$ cat src/rtl/core/jtl_pkg.sv
// ----------------------------------------------------------------------------
// JSON token lexer package
// Shared types and constants for the lexer front end, request queue and
// back end.
// ----------------------------------------------------------------------------
package jtl_pkg;

    localparam logic [3:0] M_IDLE      = 4'd0;
    localparam logic [3:0] M_ERROR     = 4'd1;
    localparam logic [3:0] M_NUM_INT   = 4'd2;
    localparam logic [3:0] M_NUM_DOT   = 4'd3;
    localparam logic [3:0] M_NUM_FRAC  = 4'd4;
    localparam logic [3:0] M_NUM_EXP   = 4'd5;
    localparam logic [3:0] M_NUM_ESIGN = 4'd6;
    localparam logic [3:0] M_NUM_EDIG  = 4'd7;
    localparam logic [3:0] M_IDENT     = 4'd8;
    localparam logic [3:0] M_STR       = 4'd9;
    localparam logic [3:0] M_ESC       = 4'd10;
    localparam logic [3:0] M_HEX       = 4'd11;
    localparam logic [3:0] M_LOW_BS    = 4'd12;
    localparam logic [3:0] M_LOW_U     = 4'd13;
    localparam logic [3:0] M_LOW_HEX   = 4'd14;

    localparam logic [2:0] C_PUNCT = 3'd0;
    localparam logic [2:0] C_NUM   = 3'd1;
    localparam logic [2:0] C_IDENT = 3'd2;
    localparam logic [2:0] C_STR   = 3'd3;
    localparam logic [2:0] C_EOS   = 3'd4;
    localparam logic [2:0] C_ERR   = 3'd5;

    localparam logic [3:0] E_NONE      = 4'd0;
    localparam logic [3:0] E_BAD_CHAR  = 4'd1;
    localparam logic [3:0] E_STRAY     = 4'd2;
    localparam logic [3:0] E_BAD_SEQ   = 4'd3;
    localparam logic [3:0] E_BAD_CP    = 4'd4;
    localparam logic [3:0] E_BAD_NUM   = 4'd5;
    localparam logic [3:0] E_UNTERM    = 4'd6;
    localparam logic [3:0] E_CTRL      = 4'd7;
    localparam logic [3:0] E_BAD_ESC   = 4'd8;
    localparam logic [3:0] E_DANGLING  = 4'd9;
    localparam logic [3:0] E_MISS_LOW  = 4'd10;

    typedef struct packed {
        logic        kind;
        logic [7:0]  byte_value;
    } jtl_item_t;

    typedef struct packed {
        logic [2:0]  token_class;
        logic [20:0] code_point;
        logic        has_char;
        logic        token_first;
        logic        token_last;
        logic [3:0]  error_code;
        logic        run_last;
    } jtl_result_t;

endpackage

$ cat src/rtl/core/json_token_lexer_unit.sv
// ----------------------------------------------------------------------------
// JSON token lexer unit
// Streaming UTF-8 checking JSON-style lexer.
// ----------------------------------------------------------------------------
// The unit accepts one byte or end-of-stream item per cycle while the queue is
// not full and produces zero, one or two results per item; each result leaves
// on its own cycle, so the output side sets the sustained rate: one item per
// cycle while items give at most one result, less where items give two. A
// four-entry request queue between the lexer and the output stage absorbs stalls.
module json_token_lexer_unit (
    input  logic        aclk,
    input  logic        aresetn,
    input  logic        s_tvalid,
    output logic        s_tready,
    input  logic [7:0]  s_tdata,  // byte_value[7:0]
    input  logic        s_tuser,  // kind
    output logic        m_tvalid,
    input  logic        m_tready,
    output logic [31:0] m_tdata,  // code_point[20:0], has_char[21], token_first[22],
                                  // token_last[23], error_code[27:24], zero[31:28]
    output logic [2:0]  m_tuser,  // token_class[2:0]
    output logic        m_tlast   // run_last
);

    jtl_pkg::jtl_item_t   item;
    jtl_pkg::jtl_result_t r0, r1, ro;
    logic                 q_full, q_push;
    logic [1:0]           q_count;

    assign item.kind       = s_tuser;
    assign item.byte_value = s_tdata;

    jtl_front u_front (
        .aclk(aclk), .aresetn(aresetn), .in_valid(s_tvalid), .in_ready(s_tready),
        .in_item(item), .q_full(q_full), .q_push(q_push), .q_count(q_count),
        .q_res0(r0), .q_res1(r1)
    );

    jtl_back u_back (
        .aclk(aclk), .aresetn(aresetn), .q_push(q_push), .q_count(q_count),
        .q_res0(r0), .q_res1(r1), .q_full(q_full), .out_valid(m_tvalid),
        .out_ready(m_tready), .out_res(ro)
    );

    assign m_tdata = {4'd0, ro.error_code, ro.token_last, ro.token_first,
                      ro.has_char, ro.code_point};
    assign m_tuser = ro.token_class;
    assign m_tlast = ro.run_last;

endmodule

$ cat src/rtl/core/jtl_front.sv
// ----------------------------------------------------------------------------
// JSON token lexer front end
// Lexes one input item per cycle while the queue is not full and writes up to
// two results, as one request, into the queue.
// ----------------------------------------------------------------------------
module jtl_front (
    input  logic                 aclk,
    input  logic                 aresetn,
    input  logic                 in_valid,
    output logic                 in_ready,
    input  jtl_pkg::jtl_item_t   in_item,
    input  logic                 q_full,
    output logic                 q_push,
    output logic [1:0]           q_count,
    output jtl_pkg::jtl_result_t q_res0,
    output jtl_pkg::jtl_result_t q_res1
);

    logic [3:0]  mode_reg, mode_next;
    logic [1:0]  rem_reg, rem_next;
    logic [1:0]  len_reg, len_next;
    logic [20:0] acc_reg, acc_next;
    logic [9:0]  hs_reg, hs_next;
    logic [15:0] hex_reg, hex_next;
    logic [2:0]  hcnt_reg, hcnt_next;

    jtl_pkg::jtl_result_t r [2];
    logic [1:0] n;

    assign in_ready = !q_full;
    assign q_push   = in_valid && in_ready && (n != 2'd0);
    assign q_count  = n;
    assign q_res0   = r[0];
    assign q_res1   = r[1];

    function automatic jtl_pkg::jtl_result_t mk(logic [2:0] c, logic [20:0] cp,
                                                logic h, logic f, logic l,
                                                logic [3:0] e);
        jtl_pkg::jtl_result_t o;
        o.token_class = c;
        o.code_point  = cp;
        o.has_char    = h;
        o.token_first = f;
        o.token_last  = l;
        o.error_code  = e;
        o.run_last    = 1'b0;
        return o;
    endfunction

    function automatic logic is_dig(logic [20:0] c);
        return c >= 21'h30 && c <= 21'h39;
    endfunction

    function automatic logic is_id(logic [20:0] c);
        return (c >= 21'h41 && c <= 21'h5A) || (c >= 21'h61 && c <= 21'h7A) ||
               c == 21'h5F || c == 21'h24;
    endfunction

    function automatic logic [4:0] hexv(logic [7:0] c);
        logic [4:0] v;
        v = 5'd16;
        if (c >= 8'h30 && c <= 8'h39) v = 5'(c - 8'h30);
        else if (c >= 8'h41 && c <= 8'h46) v = 5'(c - 8'h37);
        else if (c >= 8'h61 && c <= 8'h66) v = 5'(c - 8'h57);
        return v;
    endfunction

    always_comb begin
        logic [7:0]  b;
        logic [3:0]  nm;
        logic        acc_m;
        logic [20:0] c;
        logic        have_c;
        logic [4:0]  h;
        logic [15:0] v;
        logic [2:0]  ic;
        logic        err;
        logic [3:0]  ecode;
        logic [20:0] na;

        mode_next = mode_reg;
        rem_next  = rem_reg;
        len_next  = len_reg;
        acc_next  = acc_reg;
        hs_next   = hs_reg;
        hex_next  = hex_reg;
        hcnt_next = hcnt_reg;
        r[0] = mk(jtl_pkg::C_PUNCT, 21'd0, 1'b0, 1'b0, 1'b0, jtl_pkg::E_NONE);
        r[1] = r[0];
        n = 2'd0;
        b = in_item.byte_value;
        nm = jtl_pkg::M_IDLE;
        c = 21'd0;
        have_c = 1'b0;
        h = hexv(b);
        v = {hex_reg[11:0], h[3:0]};
        err = 1'b0;
        ecode = jtl_pkg::E_NONE;
        na = 21'd0;
        acc_m = mode_reg == jtl_pkg::M_NUM_INT || mode_reg == jtl_pkg::M_NUM_FRAC ||
                mode_reg == jtl_pkg::M_NUM_EDIG || mode_reg == jtl_pkg::M_IDENT;
        ic = (mode_reg == jtl_pkg::M_IDENT) ? jtl_pkg::C_IDENT : jtl_pkg::C_NUM;

        if (in_item.kind) begin
            if (mode_reg != jtl_pkg::M_ERROR) begin
                if (rem_reg != 2'd0) begin
                    r[0] = mk(jtl_pkg::C_ERR, 21'd0, 1'b0, 1'b1, 1'b1, jtl_pkg::E_BAD_SEQ);
                    n = 2'd1;
                end else if (acc_m) begin
                    r[0] = mk(ic, 21'd0, 1'b0, 1'b0, 1'b1, jtl_pkg::E_NONE);
                    n = 2'd1;
                end else if (mode_reg >= jtl_pkg::M_NUM_DOT &&
                             mode_reg <= jtl_pkg::M_NUM_ESIGN) begin
                    r[0] = mk(jtl_pkg::C_ERR, 21'd0, 1'b0, 1'b1, 1'b1, jtl_pkg::E_BAD_NUM);
                    n = 2'd1;
                end else if (mode_reg == jtl_pkg::M_STR) begin
                    r[0] = mk(jtl_pkg::C_ERR, 21'd0, 1'b0, 1'b1, 1'b1, jtl_pkg::E_UNTERM);
                    n = 2'd1;
                end else if (mode_reg == jtl_pkg::M_ESC || mode_reg == jtl_pkg::M_HEX) begin
                    r[0] = mk(jtl_pkg::C_ERR, 21'd0, 1'b0, 1'b1, 1'b1, jtl_pkg::E_BAD_ESC);
                    n = 2'd1;
                end else if (mode_reg >= jtl_pkg::M_LOW_BS) begin
                    r[0] = mk(jtl_pkg::C_ERR, 21'd0, 1'b0, 1'b1, 1'b1, jtl_pkg::E_MISS_LOW);
                    n = 2'd1;
                end
            end
            r[n[0]] = mk(jtl_pkg::C_EOS, 21'd0, 1'b0, 1'b1, 1'b1, jtl_pkg::E_NONE);
            n = n + 2'd1;
            mode_next = jtl_pkg::M_IDLE;
            rem_next = 2'd0; len_next = 2'd0; acc_next = 21'd0;
            hs_next = 10'd0; hex_next = 16'd0; hcnt_next = 3'd0;
        end else if (mode_reg == jtl_pkg::M_ERROR) begin
            n = 2'd0;
        end else if (mode_reg >= jtl_pkg::M_ESC) begin
            if (mode_reg == jtl_pkg::M_ESC) begin
                mode_next = jtl_pkg::M_STR;
                n = 2'd1;
                priority case (b)
                    8'h5C, 8'h22, 8'h2F: r[0] = mk(jtl_pkg::C_STR, 21'(b), 1'b1, 1'b0, 1'b0, jtl_pkg::E_NONE);
                    8'h62: r[0] = mk(jtl_pkg::C_STR, 21'd8, 1'b1, 1'b0, 1'b0, jtl_pkg::E_NONE);
                    8'h66: r[0] = mk(jtl_pkg::C_STR, 21'd12, 1'b1, 1'b0, 1'b0, jtl_pkg::E_NONE);
                    8'h6E: r[0] = mk(jtl_pkg::C_STR, 21'd10, 1'b1, 1'b0, 1'b0, jtl_pkg::E_NONE);
                    8'h72: r[0] = mk(jtl_pkg::C_STR, 21'd13, 1'b1, 1'b0, 1'b0, jtl_pkg::E_NONE);
                    8'h74: r[0] = mk(jtl_pkg::C_STR, 21'd9, 1'b1, 1'b0, 1'b0, jtl_pkg::E_NONE);
                    8'h75: begin
                        mode_next = jtl_pkg::M_HEX; hex_next = 16'd0; hcnt_next = 3'd0;
                        n = 2'd0;
                    end
                    default: begin err = 1'b1; ecode = jtl_pkg::E_BAD_ESC; end
                endcase
            end else if (mode_reg == jtl_pkg::M_LOW_BS) begin
                if (b != 8'h5C) begin err = 1'b1; ecode = jtl_pkg::E_MISS_LOW; end
                else mode_next = jtl_pkg::M_LOW_U;
            end else if (mode_reg == jtl_pkg::M_LOW_U) begin
                if (b != 8'h75) begin err = 1'b1; ecode = jtl_pkg::E_MISS_LOW; end
                else begin
                    mode_next = jtl_pkg::M_LOW_HEX; hex_next = 16'd0; hcnt_next = 3'd0;
                end
            end else if (h[4]) begin
                err = 1'b1; ecode = jtl_pkg::E_BAD_ESC;
            end else if (hcnt_reg != 3'd3) begin
                hex_next = v; hcnt_next = hcnt_reg + 3'd1;
            end else begin
                hex_next = 16'd0; hcnt_next = 3'd0;
                if (mode_reg == jtl_pkg::M_HEX) begin
                    if (v >= 16'hDC00 && v <= 16'hDFFF) begin
                        err = 1'b1; ecode = jtl_pkg::E_DANGLING;
                    end else if (v >= 16'hD800 && v <= 16'hDBFF) begin
                        hs_next = v[9:0]; mode_next = jtl_pkg::M_LOW_BS;
                    end else begin
                        mode_next = jtl_pkg::M_STR;
                        r[0] = mk(jtl_pkg::C_STR, 21'(v), 1'b1, 1'b0, 1'b0, jtl_pkg::E_NONE);
                        n = 2'd1;
                    end
                end else if (v < 16'hDC00 || v > 16'hDFFF) begin
                    err = 1'b1; ecode = jtl_pkg::E_MISS_LOW;
                end else begin
                    hs_next = 10'd0; mode_next = jtl_pkg::M_STR;
                    r[0] = mk(jtl_pkg::C_STR, {1'b0, hs_reg, v[9:0]} + 21'h10000,
                              1'b1, 1'b0, 1'b0, jtl_pkg::E_NONE);
                    n = 2'd1;
                end
            end
            if (err) begin
                r[0] = mk(jtl_pkg::C_ERR, 21'd0, 1'b0, 1'b1, 1'b1, ecode);
                n = 2'd1;
            end
        end else begin
            logic go;
            go = 1'b1;
            if (mode_reg >= jtl_pkg::M_NUM_INT && mode_reg <= jtl_pkg::M_IDENT) begin
                go = 1'b0;
                unique case (mode_reg)
                    jtl_pkg::M_NUM_INT: nm = is_dig(21'(b)) ? jtl_pkg::M_NUM_INT :
                        b == 8'h2E ? jtl_pkg::M_NUM_DOT :
                        (b == 8'h65 || b == 8'h45) ? jtl_pkg::M_NUM_EXP : jtl_pkg::M_IDLE;
                    jtl_pkg::M_NUM_DOT: nm = is_dig(21'(b)) ? jtl_pkg::M_NUM_FRAC : jtl_pkg::M_IDLE;
                    jtl_pkg::M_NUM_FRAC: nm = is_dig(21'(b)) ? jtl_pkg::M_NUM_FRAC :
                        (b == 8'h65 || b == 8'h45) ? jtl_pkg::M_NUM_EXP : jtl_pkg::M_IDLE;
                    jtl_pkg::M_NUM_EXP: nm = is_dig(21'(b)) ? jtl_pkg::M_NUM_EDIG :
                        (b == 8'h2B || b == 8'h2D) ? jtl_pkg::M_NUM_ESIGN : jtl_pkg::M_IDLE;
                    jtl_pkg::M_NUM_ESIGN, jtl_pkg::M_NUM_EDIG:
                        nm = is_dig(21'(b)) ? jtl_pkg::M_NUM_EDIG : jtl_pkg::M_IDLE;
                    default: nm = (is_id(21'(b)) || is_dig(21'(b))) ? jtl_pkg::M_IDENT
                                                                    : jtl_pkg::M_IDLE;
                endcase
                if (nm != jtl_pkg::M_IDLE) begin
                    r[0] = mk(ic, 21'(b), 1'b1, 1'b0, 1'b0, jtl_pkg::E_NONE);
                    n = 2'd1;
                    mode_next = nm;
                end else if (acc_m) begin
                    r[0] = mk(ic, 21'd0, 1'b0, 1'b0, 1'b1, jtl_pkg::E_NONE);
                    n = 2'd1;
                    mode_next = jtl_pkg::M_IDLE;
                    go = 1'b1;
                end else begin
                    err = 1'b1; ecode = jtl_pkg::E_BAD_NUM;
                end
            end else if (mode_reg != jtl_pkg::M_STR) begin
                mode_next = jtl_pkg::M_IDLE;
            end
            if (go) begin
                if (rem_reg != 2'd0) begin
                    if (b[7:6] != 2'b10) begin
                        err = 1'b1; ecode = jtl_pkg::E_BAD_SEQ;
                    end else begin
                        na = {acc_reg[14:0], b[5:0]};
                        acc_next = na;
                        rem_next = rem_reg - 2'd1;
                        if (rem_reg == 2'd1) begin
                            if (na < 21'h80 || (len_reg == 2'd3 && na < 21'h800) ||
                                (len_reg == 2'd0 && na < 21'h10000) ||
                                (na >= 21'hD800 && na <= 21'hDFFF) || na > 21'h10FFFF) begin
                                err = 1'b1; ecode = jtl_pkg::E_BAD_CP;
                            end else begin
                                len_next = 2'd0; acc_next = 21'd0;
                                c = na; have_c = 1'b1;
                            end
                        end
                    end
                end else if (!b[7]) begin
                    c = 21'(b); have_c = 1'b1;
                end else if (b <= 8'hBF) begin
                    err = 1'b1; ecode = jtl_pkg::E_STRAY;
                end else if (b <= 8'hDF) begin
                    acc_next = 21'(b[4:0]); len_next = 2'd2; rem_next = 2'd1;
                end else if (b <= 8'hEF) begin
                    acc_next = 21'(b[3:0]); len_next = 2'd3; rem_next = 2'd2;
                end else if (b <= 8'hF7) begin
                    acc_next = 21'(b[2:0]); len_next = 2'd0; rem_next = 2'd3;
                end else begin
                    err = 1'b1; ecode = jtl_pkg::E_BAD_SEQ;
                end
                if (have_c) begin
                    if (mode_next == jtl_pkg::M_STR) begin
                        if (c == 21'h22) begin
                            mode_next = jtl_pkg::M_IDLE;
                            r[n[0]] = mk(jtl_pkg::C_STR, 21'd0, 1'b0, 1'b0, 1'b1, jtl_pkg::E_NONE);
                            n = n + 2'd1;
                        end else if (c <= 21'h1F || c == 21'h7F) begin
                            err = 1'b1; ecode = jtl_pkg::E_CTRL;
                        end else if (c == 21'h5C) begin
                            mode_next = jtl_pkg::M_ESC;
                        end else begin
                            r[n[0]] = mk(jtl_pkg::C_STR, c, 1'b1, 1'b0, 1'b0, jtl_pkg::E_NONE);
                            n = n + 2'd1;
                        end
                    end else if (c == 21'h09 || c == 21'h0D || c == 21'h0A || c == 21'h20) begin
                        n = n;
                    end else if (c == 21'h5B || c == 21'h5D || c == 21'h7B || c == 21'h7D ||
                                 c == 21'h3A || c == 21'h2C) begin
                        r[n[0]] = mk(jtl_pkg::C_PUNCT, c, 1'b1, 1'b1, 1'b1, jtl_pkg::E_NONE);
                        n = n + 2'd1;
                    end else if (is_dig(c) || c == 21'h2B || c == 21'h2D) begin
                        mode_next = jtl_pkg::M_NUM_INT;
                        r[n[0]] = mk(jtl_pkg::C_NUM, c, 1'b1, 1'b1, 1'b0, jtl_pkg::E_NONE);
                        n = n + 2'd1;
                    end else if (is_id(c)) begin
                        mode_next = jtl_pkg::M_IDENT;
                        r[n[0]] = mk(jtl_pkg::C_IDENT, c, 1'b1, 1'b1, 1'b0, jtl_pkg::E_NONE);
                        n = n + 2'd1;
                    end else if (c == 21'h22) begin
                        mode_next = jtl_pkg::M_STR;
                        r[n[0]] = mk(jtl_pkg::C_STR, 21'd0, 1'b0, 1'b1, 1'b0, jtl_pkg::E_NONE);
                        n = n + 2'd1;
                    end else begin
                        err = 1'b1; ecode = jtl_pkg::E_BAD_CHAR;
                    end
                end
            end
            if (err) begin
                r[n[0]] = mk(jtl_pkg::C_ERR, 21'd0, 1'b0, 1'b1, 1'b1, ecode);
                n = n + 2'd1;
            end
        end
        if (err) begin
            mode_next = jtl_pkg::M_ERROR;
            rem_next = 2'd0; len_next = 2'd0; acc_next = 21'd0;
            hs_next = 10'd0; hex_next = 16'd0; hcnt_next = 3'd0;
        end
        if (n == 2'd1) r[0].run_last = 1'b1;
        if (n == 2'd2) r[1].run_last = 1'b1;
    end

    always_ff @(posedge aclk) begin
        if (!aresetn) begin
            mode_reg <= jtl_pkg::M_IDLE;
            rem_reg  <= 2'd0;
            len_reg  <= 2'd0;
            acc_reg  <= 21'd0;
            hs_reg   <= 10'd0;
            hex_reg  <= 16'd0;
            hcnt_reg <= 3'd0;
        end else if (in_valid && in_ready) begin
            mode_reg <= mode_next;
            rem_reg  <= rem_next;
            len_reg  <= len_next;
            acc_reg  <= acc_next;
            hs_reg   <= hs_next;
            hex_reg  <= hex_next;
            hcnt_reg <= hcnt_next;
        end
    end

    a_hcnt: assert property (@(posedge aclk) disable iff (!aresetn) hcnt_reg <= 3'd3)
        else $error("hex digit count out of range");
    a_mode: assert property (@(posedge aclk) disable iff (!aresetn) mode_reg != 4'd15)
        else $error("illegal lexer mode");
    a_push: assert property (@(posedge aclk) disable iff (!aresetn)
        q_push |-> !q_full) else $error("push into full queue");

endmodule

$ cat src/rtl/core/jtl_back.sv
// ----------------------------------------------------------------------------
// JSON token lexer back end
// Holds a short queue of requests (one to two results each) and sends the
// results out one per cycle while out_ready is high.
// ----------------------------------------------------------------------------
module jtl_back (
    input  logic                 aclk,
    input  logic                 aresetn,
    input  logic                 q_push,
    input  logic [1:0]           q_count,
    input  jtl_pkg::jtl_result_t q_res0,
    input  jtl_pkg::jtl_result_t q_res1,
    output logic                 q_full,
    output logic                 out_valid,
    input  logic                 out_ready,
    output jtl_pkg::jtl_result_t out_res
);

    jtl_pkg::jtl_result_t e0_reg [4];
    jtl_pkg::jtl_result_t e1_reg [4];
    logic                 two_reg [4];
    logic [1:0] wp_reg, rp_reg;
    logic [2:0] cnt_reg;
    logic       half_reg;
    logic       pop, done;

    assign out_valid = cnt_reg != 3'd0;
    assign out_res   = half_reg ? e1_reg[rp_reg] : e0_reg[rp_reg];
    assign done      = out_valid && out_ready && (half_reg || !two_reg[rp_reg]);
    assign pop       = done;
    assign q_full    = cnt_reg == 3'd4;

    always_ff @(posedge aclk) begin
        if (q_push) begin
            e0_reg[wp_reg]  <= q_res0;
            e1_reg[wp_reg]  <= q_res1;
            two_reg[wp_reg] <= q_count == 2'd2;
        end
    end

    always_ff @(posedge aclk) begin
        if (!aresetn) begin
            wp_reg   <= 2'd0;
            rp_reg   <= 2'd0;
            cnt_reg  <= 3'd0;
            half_reg <= 1'b0;
        end else begin
            if (q_push) wp_reg <= wp_reg + 2'd1;
            if (pop) rp_reg <= rp_reg + 2'd1;
            cnt_reg <= cnt_reg + 3'(q_push) - 3'(pop);
            if (pop) half_reg <= 1'b0;
            else if (out_valid && out_ready) half_reg <= 1'b1;
        end
    end

    a_cnt: assert property (@(posedge aclk) disable iff (!aresetn) cnt_reg <= 3'd4)
        else $error("queue count overflow");
    a_half: assert property (@(posedge aclk) disable iff (!aresetn)
        half_reg |-> out_valid) else $error("half-sent request without entry");
    a_empty: assert property (@(posedge aclk) disable iff (!aresetn)
        (cnt_reg == 3'd0) |-> !half_reg) else $error("empty queue mid-request");

endmodule
$ cat config.mk
export PLATFORM = sky130hd
export DESIGN_NAME = json_token_lexer_unit
export DESIGN_NICKNAME = d
export VERILOG_FILES = /design/src/rtl/core/jtl_pkg.sv /design/src/rtl/core/json_token_lexer_unit.sv /design/src/rtl/core/jtl_front.sv /design/src/rtl/core/jtl_back.sv
export SDC_FILE = /design/constraint.sdc
export NUM_CORES = 1
export LEC_CHECK = 0
export BUFFER_PORTS_ARGS = -buffer_cell sky130_fd_sc_hd__buf_2
export CORE_AREA = 2 2 183 185
export CTS_BUF_LIST = sky130_fd_sc_hd__clkbuf_8
export CTS_CLUSTER_DIAMETER = 80
export CTS_CLUSTER_SIZE = 30
export DETAILED_ROUTE_END_ITERATION = 8
export DIE_AREA = 0 0 185 187
export PLACE_DENSITY = 0.64
export SETUP_SLACK_MARGIN = 0.5
export SYNTH_ARGS = -nofsm -noshare
export SYNTH_HDL_FRONTEND = slang
export SYNTH_SLANG_ARGS = --single-unit
export TNS_END_PERCENT = 30
$ cat constraint.sdc
create_clock -name aclk -period 20.1 [get_ports aclk]
set_clock_uncertainty 0.1 [all_clocks]
set_input_delay 2.01 -clock aclk [delete_from_list [all_inputs] [get_ports aclk]]
set_output_delay 2.01 -clock aclk [all_outputs]
set_load 0.005 [all_outputs]
After elaboration in Yosys (flattened, before gate mapping)

Memories as Yosys holds them, arrays and structs flattened. A register that Yosys moved wholly into a read port is not among the register bits.
Index checks and enable logic that the tools add are counted.

Equal/unequal tests: 82
Reductions and logical operators: 73
Bitwise operators: 13
Magnitude comparators: 47
Add/sub/neg operators: 13
Multiplexer cells: 338

Operators with widths:

| kind                 | number |
|---|---|
| $mux 64              | 17 |
| $mux 32              | 28 |
| $bwmux 64            | 5 |
| $mux 4               | 76 |
| $mux 15              | 14 |
| $pmux 31 s6          | 1 |
| $and 58x58->58       | 3 |
| $not 58->58          | 3 |
| $mux 21              | 8 |
| $eq 21x6->1 const B  | 7 |
| $eq 21x7->1 const B  | 7 |
| $mux 2               | 72 |
| $mux 12              | 11 |
| $mux 10              | 13 |
| $demux 32 s1         | 3 |
| $eq 8x7->1 const B   | 10 |
| $mux 1               | 66 |
| $eq 21x4->1 const B  | 3 |
| $mux 31              | 2 |
| $mux 3               | 17 |
| $eq 8x6->1 const B   | 6 |
| $ge 21x7->1 const B  | 2 |
| $le 21x7->1 const B  | 2 |
| $ge 16x16->1 const B | 2 |
| 71 further kinds     | 188 |

Word-level logic and storage cells: 580
Input bits: 13
Bits in writable memories: 260
Bits in registers: 56
Memories kept: 3

Memories:

| memory         | depth | width | rd ports | clocked after Yosys merged registers in | write ports | line           | text |
|---|---|---|---|---|---|---|---|
| u_back.e0_reg  | 4     | 32    | 1        | 1                                       | 1           | jtl_back.sv:19 | `jtl_pkg::jtl_result_t e0_reg [4];` |
| u_back.e1_reg  | 4     | 32    | 1        | 1                                       | 1           | jtl_back.sv:20 | `jtl_pkg::jtl_result_t e1_reg [4];` |
| u_back.two_reg | 4     | 1     | 1        | 1                                       | 1           | jtl_back.sv:21 | `logic two_reg [4];` |

Longest topological paths before layout

Depth after elaboration: 48
Depth in mapped cells: 28
Gate-level depth less buffers: 26

Cells and area by module

Synthesis repeated with hierarchy kept, for this count alone.

Cells, all modules: 1192
Area, all modules: 15945.3 um^2

Modules (own cells, without submodules):

| module                | cells each | instances | area each (um^2) |
|---|---|---|---|
| jtl_back              | 433        | 1         | 10480.1 |
| jtl_front             | 754        | 1         | 5431.5 |
| json_token_lexer_unit | 5          | 1         | 33.8 |

Least setup slack after synthesis

OpenSTA, ideal clock, no wires.

Path type: input-to-reg
Start point: input port s_tdata[0]
End point: memory u_back.e0_reg[0][0] (netlist name), enable pin
Slack: 12187 ps
Required time: 19572 ps
Cell stages on the path: 20
Arrival time: 7385 ps
Setup time: 428 ps
Cell sequence: clkbuf_1 -> clkbuf_1 -> inv_1 -> ha_1 -> o21bai_1 -> a2111o_1 -> o221a_2 -> nand3_1 -> nor2_1 -> inv_1 -> ha_1 -> a21o_1 -> o211ai_1 -> nand2_1 -> ha_1 -> a21oi_1 -> o31ai_1 -> nand2_1 -> o211ai_1 -> and2_1

Word-level cells in the longest chain between the ends: 40
Elaborated cells between the ends (all ways): 237
Those cells by class: add/sub: 5; order compare: 35; eq/ne: 36; mux: 118; reduce/logical: 43

RTL lines:

| what                                                                  | line                        | text |
|---|---|---|
| start, declared                                                       | json_token_lexer_unit.sv:15 | `input logic [7:0] s_tdata,` |
| parallel branches: the longest is 33 deep, another holds $lt 21x12->1 | -                           |  |
| $mux 2 *                                                              | jtl_front.sv:134            | `end else if (mode_reg >= jtl_pkg::M_ESC) begin` |
| $mux 2 *                                                              | jtl_front.sv:132            | `end else if (mode_reg == jtl_pkg::M_ERROR) begin` |
| $mux 2 *                                                              | jtl_front.sv:104            | `if (in_item.kind) begin` |
| $reduce_bool 2->1 *                                                   | jtl_front.sv:31             | `assign q_push = in_valid && in_ready && (n != 2'd0);` |
| $logic_and 1x1->1 *                                                   | jtl_front.sv:31             |  |
| $mux 1 *                                                              | jtl_back.sv:34              | `if (q_push) begin` |
| $mux 1 (implied by the code) *                                        | jtl_back.sv:35              | `e0_reg[wp_reg] <= q_res0;` |
| end, declared                                                         | jtl_back.sv:19              |  |

Mark *: on every way between the ends. The select of a mux whose other input is x is not followed.

Worst setup path after layout

Start point: input port s_tdata[1]
End point: register u_back.cnt_reg[2]

Word-level cells in the longest chain between the ends: 40
Elaborated cells between the ends (all ways): 237
Those cells by class: add/sub: 7; order compare: 35; eq/ne: 36; mux: 116; reduce/logical: 43

RTL lines:

| what                                                                  | line             | text |
|---|---|---|
| parallel branches: the longest is 33 deep, another holds $lt 21x12->1 | -                |  |
| $mux 2 *                                                              | jtl_front.sv:134 |  |
| $mux 2 *                                                              | jtl_front.sv:132 |  |
| $mux 2 *                                                              | jtl_front.sv:104 |  |
| $reduce_bool 2->1 *                                                   | jtl_front.sv:31  |  |
| $logic_and 1x1->1 *                                                   | jtl_front.sv:31  |  |
| $add 3x1->3 *                                                         | jtl_back.sv:50   | `cnt_reg <= cnt_reg + 3'(q_push) - 3'(pop);` |
| $sub 3x1->3 *                                                         | jtl_back.sv:50   |  |
| end signal, assigned                                                  | jtl_back.sv:50   |  |
| end, declared                                                         | jtl_back.sv:23   | `logic [2:0] cnt_reg;` |

Marks and branches as above.
A chain may end at the register's enable or synchronous reset.

==> results.yml <==
sta:
  rsz0062_at_grt: "false"
  fin_crit_ns: 7.72
  finalMaxSlewViolations: 0
  worst_pin_slew_ns: 1.22
  setup_tns_ns: 0
  max_freq_mhz: 129
  slew-limit-headroom_pct: 18.2
  setup_viol: 0
  timing.final.crit_share_pct: 38.4
  finalHoldViolations: 0
final_layout:
  area_growth_pct: 7.31
  layout_commonest_cell: "edfxtp_1"
  largest_reg_flops: 128
  final_cell_mix: "edfxtp_1 (252), nand2_1 (229), nor2_1 (94), a21oi_1 (67), mux4_2 (63)"
  fin_nets: 1407
  antenna_cells_inserted: 0
  drive_above_1_share_pct: 13.1
  fin_util_pct: 50.5
  final_area_um2: 16600
pwr:
  p_int_w: 0.00100
  powerDensity_nw_per_um2: 86.5
  swShare_pct: 30.2
  p_sw_w: 0.000434
  vdd_drop_max_mv: 0.0821
  combPwrFrac_pct: 25.9
  p_clk_share_pct: 20.3
  p_leak_nw: 5.73
  p_seq_share_pct: 53.8
yosys:
  syn-instance-count: 1317
  async_flop_share_pct: 0
  synth_seq_area_share_pct: 56.4
  synth_edf_count: 252
  yosysUniqueCellTypes: 86
  ys_ff_latch: 310
  yosysWarnings: 0
  synthFlopType: "edfxtp_1"
  synth.avg_cell_area_um2: 11.7
  netlist_area_um2: 15500
setup_path:
  crit_type: "input port to register"
  cp-start-kind: "input port"
  r2r_slack_ns: 13.82
  r2r_start: "u_front.mode_reg[1]"
  critPathRequiredTime_ns: 20.48
  crit_arrival_ns: 8.10
  critPathMaxStageDelay_ns: 0.54
  critPathCaptureType: "register"
  reg2reg_depth: 24
  crit_path_top_delay_cell: "nor2_1"
  reg2reg_to: "u_back.cnt_reg[2]"
  critical_path.max_fanout: 24
clock_tree:
  clock-sinks: 310
  clock_tree.root_cell: "clkbuf_8"
  cts-resized-gates: 0
  clockBufferDepth: 3
  cts_tree: "yes"
  clk_pin_slew_ns: 0.16
  post-cts-setup-buffer-count: 0
  cts_buffers: 16
  clk_latency_ns: 0.58
  htree_num_levels: 1
  holdBufCountCts: 0
placed_design:
  postPlaceCellArea_um2: 16300
  hpwl_um: 28400
  port_buffers: 46
  routabilityCongestion: 0.983
global_route:
  antenna_found_initial: 0
  grt.overflow.total: 0
  grtUsageTotal_pct: 23.8
  grt_first_pass_wirelength_um: 62700
  grt_pass1_vias: 10332
  grt_start_max_net_pins: 67
floorplan:
  fp.dieArea_um2: 34600
  fp.dieH_um: 187
  start_util_pct: 47.1
  pin_count: 51
  num_rows: 67
  die_x_um: 185
  core-area_um2: 32900
detailed_routing:
  routed_via_density: 5.94
  wl_um: 41400
  drc: 0
  drtIter0Drc: 1060
  final_antenna_net_count: 0
  num_vias: 10883
  first_pass_iters: 7
  post_drt_wl_per_cell_um: 22.6
worst_hold_path:
  hold_depth: 2
  holdCritStartpoint: "u_front.hs_reg[3]"
  hold_path.class: "register to register"
  hold_path_end: "u_front.hs_reg[3]"
job:
  cap_violations: 0
run_status:
  status: "complete, no violations"
==> stage by stage <==
| step | hold slack, ns | instances | power [W] | worst slack [ns] |
|---|---|---|---|---|
| floorplan | 0.338 | 1376 | 0.00104 | 12.19 |
| detailed placement | 0.358 | 1805 | 0.00117 | 11.89 |
| CTS | 0.378 | 1831 | 0.00145 | 12.49 |
| global route | 0.400 | 1831 | 0.00151 | 12.00 |
| global placement | 0.349 | 1805 | 0.00116 | 12.05 |
| finish | 0.375 | 1831 | 0.00144 | 12.38 |
==> routing by layer <==
metal | global-route usage [%] | vias up | routed length, um
li1 | - | 5000 | -
met4 | 6.65 | 0 | 1250
met2 | 37.0 | 472 | 18800
met1 | 35.0 | 5327 | 18300
met5 | 0 | - | 0
met3 | 3.78 | 84 | 3130
==> worst max-delay path by stage <==
stage                           from                   to  slack (ns)  depth (start not counted)
after detailed placement  s_tdata[1]    u_back.cnt_reg[2]       11.89                         27
after global placement    s_tdata[1]    u_back.cnt_reg[2]       12.05                         27
final                     s_tdata[1]    u_back.cnt_reg[2]       12.38                         27
after CTS                 s_tdata[1]    u_back.cnt_reg[2]       12.49                         27
after floorplan           s_tdata[0]  u_back.e0_reg[0][0]       12.19                         20
after global routing      s_tdata[0]    u_back.cnt_reg[2]       12.00                         27
==> cell type report <==
class                   instances  area (um^2)
clock buffers                  17          234
clock inverters                 9          101
flip-flops and latches        310         8730
fillers                      2954        16300
repair buffers                 63          358
well taps                     448          561
multi-input cells             957         6510
inverters                      27          104
==> power by group through the flow <==
stage               clock [W]  combinational (W)  sequential (W)
floorplan                   0           0.000265        0.000778
global placement            0           0.000375        0.000786
detailed placement          0           0.000378        0.000789
CTS                  0.000300           0.000379        0.000774
global route         0.000320           0.000409        0.000779
finish               0.000291           0.000372        0.000773
==> cell usage after synthesis (23+ instances only) <==
cell	count	area, um^2
inv_1	25	93.8
dfxtp_1	58	1160
edfxtp_1	252	7570
nor2_1	94	353
nand3_1	39	195
nand2_1	229	860
o21ai_0	52	260
and2_1	23	144
clkbuf_1	58	218
mux2i_1	32	320
a21oi_1	67	335
mux4_2	63	1420
==> worst max-delay path, delay by kind of cell <==
family,cells,cell delay [ns]
adders and majority gates,6,1.81
buffers and inverters,6,1.12
and+or+nand+nor,5,1.09
AOI/OAI and AO/OA,8,1.79
xor gates and xnor gates,2,0.28
==> kinds of logic after synthesis <==
logic type / after synthesis / synth area share [%]
other: 1 / 0.0242
XOR/XNOR: 15 / 0.849
AND/OR/NAND/NOR: 505 / 15.2
flip-flops: 310 / 56.4
adder cells (fa/ha/maj): 19 / 1.59
buffers and inverters: 109 / 3.02
AO/OA/AOI/OAI: 262 / 11.6
multiplexers: 96 / 11.3
Note: power is estimated with default switching activity, not from simulation.
